File: src/rtl/edge_vertex_transform_2d_core_macros.svh
// Assertion macros for the edge vertex transform core.
// Used by the top level only; expects clk and arst_n in scope.
`ifndef EDGE_VERTEX_TRANSFORM_2D_CORE_MACROS_SVH
`define EDGE_VERTEX_TRANSFORM_2D_CORE_MACROS_SVH
// Same-cycle implication, disabled while reset is asserted.
`define EVT_ASSERT_IMP(lbl, ante, cons) \
	lbl: assert property (@(posedge clk) disable iff (!arst_n) (ante) |-> (cons)) \
		else $error("evt implication check failed");
// Next-cycle implication, disabled while reset is asserted.
`define EVT_ASSERT_NXT(lbl, ante, cons) \
	lbl: assert property (@(posedge clk) disable iff (!arst_n) (ante) |=> (cons)) \
		else $error("evt next-cycle check failed");
`endif

File: src/rtl/evt_pkg.sv
// Shared types, constants and helper functions for the edge vertex transform.
// No dependencies.
package evt_pkg;

	localparam int unsigned MaxPoints = 256;
	localparam int unsigned SlotW = $clog2(MaxPoints);
	localparam int unsigned ScreenWidth = 800;
	localparam int unsigned ScreenHeight = 600;

	// Configuration register indexes.
	localparam logic [2:0] REG_ANGLE = 3'd0;
	localparam logic [2:0] REG_SCALE_X = 3'd1;
	localparam logic [2:0] REG_SCALE_Y = 3'd2;
	localparam logic [2:0] REG_OFFSET_X = 3'd3;
	localparam logic [2:0] REG_OFFSET_Y = 3'd4;

	// Request codes.
	localparam logic REQ_LOAD = 1'b0;
	localparam logic REQ_EDGE = 1'b1;

	localparam int unsigned ProdW = 62;

	typedef struct packed {
		logic req_type;
		logic [7:0] point_slot;
		logic signed [15:0] point_x;
		logic signed [15:0] point_y;
		logic [7:0] first_vertex;
		logic [7:0] second_vertex;
		logic last_edge;
	} in_item_t;

	typedef struct packed {
		logic signed [11:0] screen_x1;
		logic signed [11:0] screen_y1;
		logic signed [11:0] screen_x2;
		logic signed [11:0] screen_y2;
		logic frame_end;
	} out_item_t;

	// Stage enables of the endpoint pipeline.
	typedef struct packed {
		logic s2;
		logic s3;
		logic s4;
		logic s5;
		logic s6;
	} pipe_en_t;

	// Rotation coefficients in Q1.14 plus the unit's busy flag.
	typedef struct packed {
		logic signed [15:0] cos_v;
		logic signed [15:0] sin_v;
		logic busy;
	} trig_t;

	typedef enum logic [1:0] {
		CS_IDLE,
		CS_RUN,
		CS_DONE
	} cordic_state_t;

	// Arctangent of 2^-i in units of 2^-32 turn.
	function automatic logic [29:0] arc_step(input logic [3:0] i);
		logic [29:0] r;
		case (i)
			4'd0: r = 30'd536870912;
			4'd1: r = 30'd316933406;
			4'd2: r = 30'd167458907;
			4'd3: r = 30'd85004756;
			4'd4: r = 30'd42667331;
			4'd5: r = 30'd21354465;
			4'd6: r = 30'd10679838;
			4'd7: r = 30'd5340245;
			4'd8: r = 30'd2670163;
			4'd9: r = 30'd1335087;
			4'd10: r = 30'd667544;
			4'd11: r = 30'd333772;
			4'd12: r = 30'd166886;
			4'd13: r = 30'd83443;
			4'd14: r = 30'd41722;
			default: r = 30'd20861;
		endcase
		return r;
	endfunction

	// Divide by 2^35 truncating toward zero, then saturate to 12-bit signed.
	function automatic logic signed [11:0] scale_sat(input logic signed [ProdW-1:0] p);
		logic signed [ProdW-1:0] b;
		logic signed [ProdW-1:0] q;
		logic signed [11:0] r;
		b = p[ProdW-1] ? p + ProdW'(64'h7_FFFF_FFFF) : p;
		q = b >>> 35;
		if (q > ProdW'(2047))
			r = 12'sd2047;
		else if (q < -ProdW'(2048))
			r = -12'sd2048;
		else
			r = q[11:0];
		return r;
	endfunction

endpackage

File: src/rtl/evt_cordic.sv
// Iterative CORDIC that turns the rotation angle into cosine and sine (Q1.14).
// Depends on evt_pkg.
module evt_cordic (
	input logic clk,
	input logic arst_n,
	input logic start,
	input logic [15:0] angle,
	output evt_pkg::trig_t trig
);
	import evt_pkg::*;

	localparam logic signed [33:0] XInit = 34'sd652032874;

	cordic_state_t state_q, state_next;
	logic signed [33:0] x_q, y_q;
	logic signed [31:0] z_q;
	logic [3:0] step_q;
	logic [1:0] quad_q;
	logic signed [15:0] cos_q, sin_q;
	logic signed [33:0] dx, dy, arc;
	logic signed [15:0] c_fin, s_fin;
	logic resid_zero;

	// Round half up from Q2.30 to Q1.14 and clamp to plus or minus one.
	function automatic logic signed [15:0] to_q14(input logic signed [33:0] v);
		logic signed [34:0] t;
		logic signed [34:0] r;
		logic signed [15:0] o;
		t = 35'(v) + 35'sd32768;
		r = t >>> 16;
		if (r > 35'sd16384)
			o = 16'sd16384;
		else if (r < -35'sd16384)
			o = -16'sd16384;
		else
			o = r[15:0];
		return o;
	endfunction

	assign resid_zero = (angle[13:0] == 14'd0);
	assign dx = y_q >>> step_q;
	assign dy = x_q >>> step_q;
	assign arc = 34'(arc_step(step_q));
	assign c_fin = to_q14(x_q);
	assign s_fin = to_q14(y_q);

	// Next state.
	always_comb begin
		state_next = state_q;
		if (start) begin
			state_next = resid_zero ? CS_IDLE : CS_RUN;
		end else begin
			case (state_q)
				CS_IDLE: state_next = CS_IDLE;
				CS_RUN: state_next = (step_q == 4'd15) ? CS_DONE : CS_RUN;
				CS_DONE: state_next = CS_IDLE;
				default: state_next = CS_IDLE;
			endcase
		end
	end

	// Outputs.
	always_comb begin
		trig.cos_v = cos_q;
		trig.sin_v = sin_q;
		trig.busy = (state_q != CS_IDLE);
	end

	always_ff @(posedge clk or negedge arst_n) begin
		if (!arst_n) begin
			state_q <= CS_IDLE;
		end else begin
			state_q <= state_next;
		end
	end

	// Iteration registers.
	always_ff @(posedge clk) begin
		if (start) begin
			quad_q <= angle[15:14];
			x_q <= XInit;
			y_q <= '0;
			z_q <= signed'({2'b00, angle[13:0], 16'd0});
			step_q <= '0;
		end else if (state_q == CS_RUN) begin
			if (!z_q[31]) begin
				x_q <= x_q - dx;
				y_q <= y_q + dy;
				z_q <= z_q - arc[31:0];
			end else begin
				x_q <= x_q + dx;
				y_q <= y_q - dy;
				z_q <= z_q + arc[31:0];
			end
			step_q <= step_q + 4'd1;
		end
	end

	// Coefficient registers with quadrant mapping.
	always_ff @(posedge clk or negedge arst_n) begin
		if (!arst_n) begin
			cos_q <= 16'sd16384;
			sin_q <= '0;
		end else if (start && resid_zero) begin
			case (angle[15:14])
				2'd0: begin cos_q <= 16'sd16384; sin_q <= '0; end
				2'd1: begin cos_q <= '0; sin_q <= 16'sd16384; end
				2'd2: begin cos_q <= -16'sd16384; sin_q <= '0; end
				default: begin cos_q <= '0; sin_q <= -16'sd16384; end
			endcase
		end else if (!start && state_q == CS_DONE) begin
			case (quad_q)
				2'd0: begin cos_q <= c_fin; sin_q <= s_fin; end
				2'd1: begin cos_q <= -s_fin; sin_q <= c_fin; end
				2'd2: begin cos_q <= -c_fin; sin_q <= -s_fin; end
				default: begin cos_q <= s_fin; sin_q <= -c_fin; end
			endcase
		end
	end

endmodule

File: config.mk
export PLATFORM = sky130hd
export DESIGN_NAME = evt_cordic
export DESIGN_NICKNAME = d
export VERILOG_FILES = /design/src/rtl/edge_vertex_transform_2d_core_macros.svh /design/src/rtl/evt_pkg.sv /design/src/rtl/evt_cordic.sv
export SDC_FILE = /design/constraint.sdc
export NUM_CORES = 1
export LEC_CHECK = 0
export BUFFER_PORTS_ARGS = -buffer_cell sky130_fd_sc_hd__buf_4
export CAP_MARGIN = 5
export CORE_MARGIN = 1
export CORE_UTILIZATION = 50
export DETAILED_ROUTE_END_ITERATION = 7
export PLACE_DENSITY = 0.7
export SLEW_MARGIN = 15
export SYNTH_ARGS = -nofsm -noshare
export SYNTH_HDL_FRONTEND = slang
export SYNTH_SLANG_ARGS = --single-unit
File: constraint.sdc
create_clock -name clk -period 17.5 [get_ports clk]
set_input_delay 2.625 -clock clk [delete_from_list [all_inputs] [get_ports clk]]
set_output_delay 2.625 -clock clk [all_outputs]
set_load 0.05 [all_outputs]
== After elaboration in Yosys (flattened, before gate mapping) ==
Memories as Yosys holds them, arrays and structs flattened. A register that Yosys moved wholly into a read port is not among the register bits.
Cells that the tools add are included.
W data, S select, Z words.

* Register bits after elaboration: 140
* Word-level logic and storage cells: 67
* Output and inout port bits: 33
* Memories kept: 1
* Input bits: 19
* ROM bits: 480

* Equality and inequality tests: 7
* Add/sub/neg operators: 11
* Reductions and logical operators: 10
* Shift-type cells: 2
* $lt $le $gt $ge: 4
* Muxes and demuxes: 23

{| class="wikitable"
|+ Memories
! name !! depth !! width !! read ports !! clocked after Yosys merged registers in !! write ports !! line !! RTL
|-
| (no name shown) || 16 || 30 || 1 || 1 || 0 || evt_pkg.sv:66 || <nowiki>case (i)</nowiki>
|}

{| class="wikitable"
|+ Operators with widths
! operator !! number
|-
| $mux W16 || 8
|-
| $pmux W16 S3 || 2
|-
| $add A34 B17 Y35 const B || 2
|-
| $add A34 B34 Y34 || 2
|-
| $mux W34 || 2
|-
| $sshr A34 B4 Y34 || 2
|-
| $sub A34 B34 Y34 || 2
|-
| $pmux W16 S2 || 2
|-
| $mux W30 || 2
|-
| $gt A19 B16 Y1 const B || 2
|-
| $lt A19 B15 Y1 const B || 2
|-
| $add A32 B30 Y32 || 1
|-
| $mux W32 || 1
|-
| $neg A16 Y16 || 2
|-
| $sub A32 B30 Y32 || 1
|-
| $logic_not A14 Y1 || 1
|-
| $mux W4 || 2
|-
| $eq A2 B1 Y1 const B || 3
|-
| $eq A2 B2 Y1 const B || 3
|-
| $mux W2 || 3
|-
| $reduce_bool A2 Y1 || 3
|-
| $add A4 B1 Y4 const B || 1
|-
| $eq A4 B4 Y1 const B || 1
|-
| $logic_not A2 Y1 || 2
|-
| other kinds (4) || 5
|}

== Logic depth before layout (Yosys ltp) ==
Gate-level depths: netlist of run 1.

* Word-level depth: 8
* Depth in mapped cells: 27
* Mapped depth without buffers: 22

== Worst setup path after synthesis of run 1 ==
Ideal clock, no wire load.

* Path kind: flip-flop to flip-flop
* From: register step_q[3]
* To: register y_q[22]
* Period minus slack after synthesis: 5.938 ns
* Required time: 17.430 ns
* Buffers on the path: 8
* Setup time: 0.070 ns
* Arrival: 5.868 ns
* Path slack: 11.562 ns
* Stages on the path, launching flop included: 27
* Path through: dfxtp_1 > clkbuf_1 > clkbuf_1 > clkbuf_1 > clkbuf_1 > buf_1 > buf_1 > clkbuf_1 > nand2_1 > o21ai_0 > ha_1 > and2_1 > clkbuf_1 > nor2_1 > xor2_1 > ha_1 > a21oi_1 > nand2_1 > o21a_1 > a311o_1 > a211o_1 > a31o_2 > a2111o_1 > a31oi_1 > xnor2_1 > nand2_1 > a21oi_1

* Cells in the longest elaborated chain, start to end: 3
* Elaborated cells between the ends (all ways): 4
* Those cells by class: add/sub (2); shift (1); mux (1)

{| class="wikitable"
|+ Ends and longest elaborated chain
! item !! line !! RTL
|-
| start: declaration || evt_cordic.sv:17 || <nowiki>logic [3:0] step_q;</nowiki>
|-
| start signal: assignment || evt_cordic.sv:95 || <nowiki>step_q <= step_q + 4'd1;</nowiki>
|-
| $sshr A34 B4 Y34 * || evt_cordic.sv:42 || <nowiki>assign dy = x_q >>> step_q;</nowiki>
|-
| $add A34 B34 Y34 or $sub A34 B34 Y34 (tied branches) || evt_cordic.sv:88, evt_cordic.sv:92 ||
|-
| $mux W34 * || evt_cordic.sv:86 || <nowiki>if (!z_q[31]) begin</nowiki>
|-
| end signal: assignment || evt_cordic.sv:88 || <nowiki>y_q <= y_q + dy;</nowiki>
|-
| end signal: assignment || evt_cordic.sv:92 || <nowiki>y_q <= y_q - dy;</nowiki>
|-
| end: declaration || evt_cordic.sv:15 || <nowiki>logic signed [33:0] x_q, y_q;</nowiki>
|}

Mark *: on every way between the ends. The rest lies on a longest branch, timed or not.
A chain may end at the register's enable or synchronous reset.

== Worst setup path in the final report of run 1 ==
* From: register step_q[1]
* To: register y_q[22]

Same word-level chain as after synthesis.

==> out/qor.txt, run 1 <==
Nets -> 2646
R2R setup slack -> 10610 ps
Largest net degree at the start of global routing -> 83
CTS Buffer Depth -> 2
Final setup fails -> 0
Routed len/inst -> 20.28 um
Number of synthesized flops with an enable pin -> 16
Fillers -> 3647
Full die area -> 40680 um2
Syn avg cell area -> 7.675 um2
GRT Overall Usage -> 30.22%
Area of the core -> 39010 um2
Die X -> 201.7 um
FF-to-FF path depth -> 20
Antenna cells -> 0
Initial antenna violation count -> 0
Hold path depth -> 2
Initial DRC Count -> 1764
Status -> finished, final reports clean
Yosys warns -> 0
Static Leak -> 0.008388 uW
Total I/O pin count -> 52
Mapped Nets -> 2732
Worst-Margin Slew -> 1051 ps
Worst vdd ir -> 0.1135 mV
Final Max Tran Viols -> 0
Gate count of the mapped netlist -> 2598
Asr flop ratio synth -> 20.00%
Setup Fix Bufs, Post-CTS -> 0
Starting Density -> 51.12%
Register area share after synthesis -> 18.73%
Minimum clock period -> 6895 ps
Relative slew slack -> 29.86%
CP endpoint kind -> register
DR pass1 iterations -> 7
Final Hold Vio Count -> 0
Synth unique cells -> 92
Synth Cell Area -> 19940 um2
Post-DRT Antenna Nets -> 0
H-tree depth -> 4
Placer Congestion -> 0.9641
Routed WL -> 61.70 mm
Grt ovf -> 0
Clock sink count -> 170
Power density over cell area -> 234.9 nW/um2
FF+latch count, synth -> 170
Die H -> 201.7 um
Vias in the first global route -> 18566
Critical path arrival -> 7300 ps
Quantity of gates resized following cts -> 0
Hold_buf cts -> 0
Vias -> 19695
Tightest Hold Check Type -> reg2reg
CTS root buffer -> clkbuf_16
Reg clk slew, reported paths -> 70 ps
CP max FO -> 73
Layout cell share with drive strength beyond 1 -> 10.42%
Row cnt -> 72
Final HPWL DP -> 45.18 mm
CTS Buf Count -> 17
Vias per Instance -> 6.472
First-pass GRT wire length -> 99.51 mm
Critical Path Start Type -> register
Setup TNS -> 0 ps
Worst clock skew -> 14.98 ps
Synth Flop Type -> dfxtp_1
WP data required -> 17900 ps
Port bufs -> 51
Maxcap violations -> 0
Max Fclk -> 0.1450 GHz
DP Area -> 20470 um2
Clk_lat worst skew -> 470 ps
Design Area, Final -> 21050 um2
Syn-to-layout area delta -> 5.547%
Crit path kind -> reg2reg
CTS tree -> yes
RSZ-0062 raised after global routing -> no
# DRC -> 0
Period Utilization, post-route -> 39.40%
==> cell families after synthesis <==
kind of cell | synth area share [%]
AO/OA/AOI/OAI | 25.00
XOR/XNOR | 9.751
adder cells (fa/ha/maj) | 7.379
buffers and inverters | 5.007
flip-flops | 18.73
multiplexers | 13.34
AND/OR/NAND/NOR | 20.79
==> power by group <==
group	switching, uW	internal (uW)	total [uW]
logic	2130	1640	3770
clock network	188	208	395
registers	251	531	783
total	2560	2380	4940
==> synthesized netlist by cell type (25+ instances only) <==
master | n | area [um2]
mux2_2 | 56 | 630.6
dfxtp_1 | 120 | 2402
o21ai_0 | 184 | 920.9
nor3_1 | 52 | 260.3
mux2i_1 | 52 | 520.5
inv_1 | 58 | 217.7
nor2_1 | 209 | 784.5
xnor2_1 | 115 | 1007
buf_1 | 26 | 97.59
ha_1 | 112 | 1401
xor2_1 | 107 | 937.2
nand3_1 | 62 | 310.3
a211oi_1 | 34 | 255.2
nand2b_1 | 30 | 187.7
buf_2 | 29 | 145.1
a21oi_1 | 260 | 1301
a31oi_1 | 40 | 250.2
nor2b_1 | 25 | 156.4
o211ai_1 | 26 | 195.2
a21o_1 | 46 | 345.3
clkbuf_1 | 127 | 476.7
nand2_1 | 315 | 1182
dfrtp_1 | 33 | 825.8
mux4_2 | 53 | 1194
==> final timing paths <==
check,from,endpoint
worst max-delay path,step_q[1],y_q[22]
worst min-delay path,z_q[12],z_q[12]
worst max register to register,step_q[1],y_q[22]
worst min register to register,z_q[12],z_q[12]
max in group asynchronous,arst_n,cos_q[14]
min in group asynchronous,arst_n,sin_q[13]
==> worst max-delay path, cell delays in order, from the launching register on <==
cell	delay [ps]
dfxtp_4	480
buf_4	790
mux4_1	710
mux2_2	300
a222oi_1	560
nor4bb_1	410
and2_1	330
nor2_1	80
xor2_1	170
ha_1	380
a21oi_1	260
nand2_1	80
o21a_1	210
a311o_1	390
a211o_1	360
a31o_2	300
a2111o_1	420
a31oi_1	200
xnor2_1	140
nand2_1	70
a21oi_1	130
==> registers in the layout, indices dropped and copies added, names as in the netlist, 4 cells and up <==
| register | flops |
|---|---|
| x_q | 34 |
| y_q | 34 |
| sin_q | 16 |
| z_q | 32 |
| step_q | 4 |
| arc | 30 |
| cos_q | 16 |
==> through the flow <==
stage	std cells	total power (uW)	util [%]	hold WS [ps]	setup slack (ps)
after floorplan	2598	3684	-	431.5	11560
after global routing	3043	5396	53.96	477.4	10090
after detailed placement	3011	4448	52.47	454.5	10540
final	3043	4945	53.96	461.1	10610
after CTS	3043	4876	53.96	464.6	10470
after global placement	3011	4360	52.47	442.1	10720
==> per-layer routing <==
layer  routed length [um]  global-route usage [%]  vias to the layer above
met5                    0                       0                        -
met4                 2772                   15.69                        0
met3                 4133                   4.584                      139
met2                28230                   48.81                      801
met1                26560                   38.98                     9351
li1                     -                       -                     9404
==> cell type report <==
class	instances	area, um2	share of cell area [%]
well taps	518	648.1	3.079
clock inverters	13	125.1	0.5945
multi-input cells	2181	15230	72.38
flip-flops and latches	170	3749	17.81
clock buffers	19	454.2	2.158
repair buffers	81	608.1	2.889
inverters	61	229.0	1.088
==> cells in the final DEF, fill, tap and decap left out, types with 53 or more instances in the layout <==
cell,instances
ha_1,112
xnor2_1,115
dfxtp_1,115
xor2_1,107
inv_1,58
mux2_2,56
nand2_1,315
a21oi_1,260
o21ai_0,184
buf_4,81
nor2_1,208
mux4_2,53
nand3_1,62
Power figures use the tool's default switching activity.
==> run 2: changes to the inputs <==
--- a/config.mk
+++ b/config.mk
@@ -5,6 +5,7 @@
 export SDC_FILE = /design/constraint.sdc
 export NUM_CORES = 1
 export LEC_CHECK = 0
+export ABC_AREA = 1
 export BUFFER_PORTS_ARGS = -buffer_cell sky130_fd_sc_hd__buf_4
 export CAP_MARGIN = 5
 export CORE_MARGIN = 1
==> constraint.sdc (replaced) <==
create_clock -name clk -period 7 [get_ports clk]
set_input_delay 1.05 -clock clk [delete_from_list [all_inputs] [get_ports clk]]
set_output_delay 1.05 -clock clk [all_outputs]
set_load 0.05 [all_outputs]
==> out/qor.txt, run 2 <==
Hold_buf cts -> 0
CP max stage delay -> 940 ps
Vias in the first global route -> 19649
WP data required -> 7360 ps
Total I/O pin count -> 52
Routed WL -> 64.80 mm
Mux contribution to synthesized area -> 0.1548%
Layout Cells excl Fill -> 3714
Synth Flop Type -> dfxtp_1
RR Endpoint -> y_q[31]
Top cells by count, synth -> nand2_1 (917), inv_1 (329), nor2_1 (280)
Final setup fails -> 0
Reg clk slew, reported paths -> 70 ps
Largest net degree at the start of global routing -> 96
Routed len/inst -> 17.45 um
Cell with the most instances after synthesis -> nand2_1
Port bufs -> 51
Critical Path Start Type -> register
R2R setup slack -> 1240 ps
Area of the core -> 37930 um2
Clock sink count -> 170
Slowest library cell on the worst path -> dfxtp_4
Synth unique cells -> 70
Final Max Tran Viols -> 0
Origin of the worst setup path -> step_q[0]
Vias per Instance -> 5.749
Worst clock skew -> 13.81 ps
DR pass1 iterations -> 6
Status -> finished, final reports clean
Die X -> 198.9 um
Most used cell, CP -> nand2_1
Period Utilization, post-route -> 82.22%
CTS root buffer -> clkbuf_16
CTS tree -> yes
Area fraction of the dominant cell type after synthesis -> 17.75%
Cells taking the most area after synthesis -> nand2_1 (18%), dfxtp_1 (12%), ha_1 (7.2%)
Minimum clock period -> 5756 ps
FF-to-FF path depth -> 26
GRT Overall Usage -> 33.17%
Tightest Hold Check Type -> reg2reg
Row cnt -> 71
Syn-to-layout area delta -> 6.039%
Relative slew slack -> 22.16%
Setup Fix Bufs, Post-CTS -> 0
Register area share after synthesis -> 19.26%
Setup TNS -> 0 ps
Nets -> 3324
Crit path kind -> reg2reg
CP endpoint kind -> register
Number of synthesized flops with an enable pin -> 16
Post-Synth Adder-Cell Area -> 7.535%
Initial antenna violation count -> 0
Yosys warns -> 0
Placer Congestion -> 0.9662
Quantity of gates resized following cts -> 0
Synth Area in XOR/XNOR -> 7.987%
Worst path buffer plus inverter count -> 3
Asr flop ratio synth -> 20.00%
Vias -> 21352
Worst-Margin Slew -> 1168 ps
Commonest non-fill, non-tap cell in the layout -> nand2_1
CTS Buffer Depth -> 2
Critical path arrival -> 6110 ps
Mapped Nets -> 3352
Syn avg cell area -> 6.027 um2
CTS Buf Count -> 17
Largest area contributor in the netlist -> nand2_1
Starting Density -> 51.13%
Clk_lat worst skew -> 500 ps
Grt ovf -> 0
Initial DRC Count -> 1885
CP max FO -> 95
Biggest regs -> x_q (34), y_q (34), z_q (32)
Largest family of logic cells by synthesized area -> simple AND/OR/NAND/NOR gates
Antenna cells -> 0
FF+latch count, synth -> 170
Final Hold Vio Count -> 0
Full die area -> 39580 um2
First-pass GRT wire length -> 103.3 mm
Post-DRT Antenna Nets -> 0
Commonest non-fill, non-tap cells in the layout -> nand2_1 (917), inv_1 (327), nor2_1 (277)
Complex-gate fraction of the synthesized area -> 21.38%
RSZ-0062 raised after global routing -> no
Maxcap violations -> 0
Top delay family on crit path -> simple AND/OR/NAND/NOR gates
Layout cell share with drive strength beyond 1 -> 6.962%
Die H -> 198.9 um
Max Fclk -> 0.1737 GHz
Synth Cell Area -> 19390 um2
Endpoint, Worst Hold -> z_q[6]
# DRC -> 0
Hold Crit Start -> z_q[6]
H-tree depth -> 4
Gate count of the mapped netlist -> 3218
Hold path depth -> 2
Synth Area in Simple Gates -> 34.05%
Final HPWL DP -> 50.17 mm
Post-Place Cells -> 3682
FF-to-FF Start -> step_q[0]
-- run 2: changes by cell type after synthesis, moves of 66 or more --
| cell | change |
|---|---|
| nand3_1 | +129 |
| nor2_1 | +71 |
| o21ai_0 | +77 |
| nand2_1 | +602 |
| clkbuf_1 | -66 |
| o21ai_1 | +70 |
| inv_1 | +271 |
-- run 2: how the worst max path moves through the flow --
stage	endpoint	slack [ps]	cells past startpoint
2_1_floorplan	y_q[26]	2860	29
6_report	y_q[31]	1240	26
3_5_place_dp	x_q[31]	1420	25
4_1_cts	x_q[31]	1400	25
3_3_place_gp	x_q[31]	1520	25
5_1_grt	x_q[31]	720	25
-- run 2: final cells by class --
type / count / area, um2
Fill cell: 4002 / 17370
Multi-Input combinational cell: 2587 / 13800
Sequential cell: 170 / 3742
Inverter: 345 / 1300
Tap cell: 511 / 639.4
Timing Repair Buffer: 69 / 518.0
Clock buffer: 18 / 439.2
Clock inverter: 14 / 128.9
-- run 2: logic make-up after synthesis --
| logic type | count (synthesis) |
|---|---|
| AO/OA/AOI/OAI | 730 |
| XOR/XNOR | 176 |
| adder cells (fa/ha/maj) | 115 |
| buffers and inverters | 461 |
| flip-flops | 170 |
| multiplexers | 3 |
| AND/OR/NAND/NOR | 1563 |
-- run 2: per-layer routing --
| layer | share of wire (%) | global-route usage [%] | vias up | wire [um] |
|---|---|---|---|---|
| met5 | 0 | 0 | - | 0 |
| li1 | - | - | 10596 | - |
| met1 | 46 | 45.78 | 9894 | 29990 |
| met3 | 7.0 | 5.239 | 85 | 4515 |
| met2 | 45 | 53.34 | 777 | 29030 |
| met4 | 1.9 | 8.604 | 0 | 1263 |
-- run 2: per-stage QoR --
step / setup slack, ps / utilization (%) / hold slack, ps / cell area, um2
final: 1244 / 54.21 / 473.0 / 20560
after global routing: 722.6 / 54.21 / 500.7 / 20560
after CTS: 1404 / 54.21 / 476.1 / 20560
after detailed placement: 1415 / 52.72 / 458.5 / 20000
after global placement: 1517 / 52.72 / 446.0 / 20000
after floorplan: 2860 / - / 434.7 / 19390
-- run 2: worst register-to-register path, cell delays in order, from the launching register on --
cell and delay (ps):
dfxtp_4 940, inv_2 360, nand2_1 160, a31oi_1 120
nand2_1 110, o21ai_0 160, nand2_1 110, nand2_1 110
inv_1 80, ha_1 150, inv_1 60, nor2_1 190
nand3_1 210, nor2_1 250, nand3_1 100, nor3_1 390
a21oi_1 160, xor2_1 170, ha_1 400, nand2_1 90
nor2_1 190, nand3_1 100, o221ai_1 450, a21o_1 230
nand3_1 100, a21oi_1 150, o22ai_1 90
Power of run 2 is left out: the tool's default activity adds up to more than one toggle a clock period on the data nets, which glitch-free logic cannot reach.
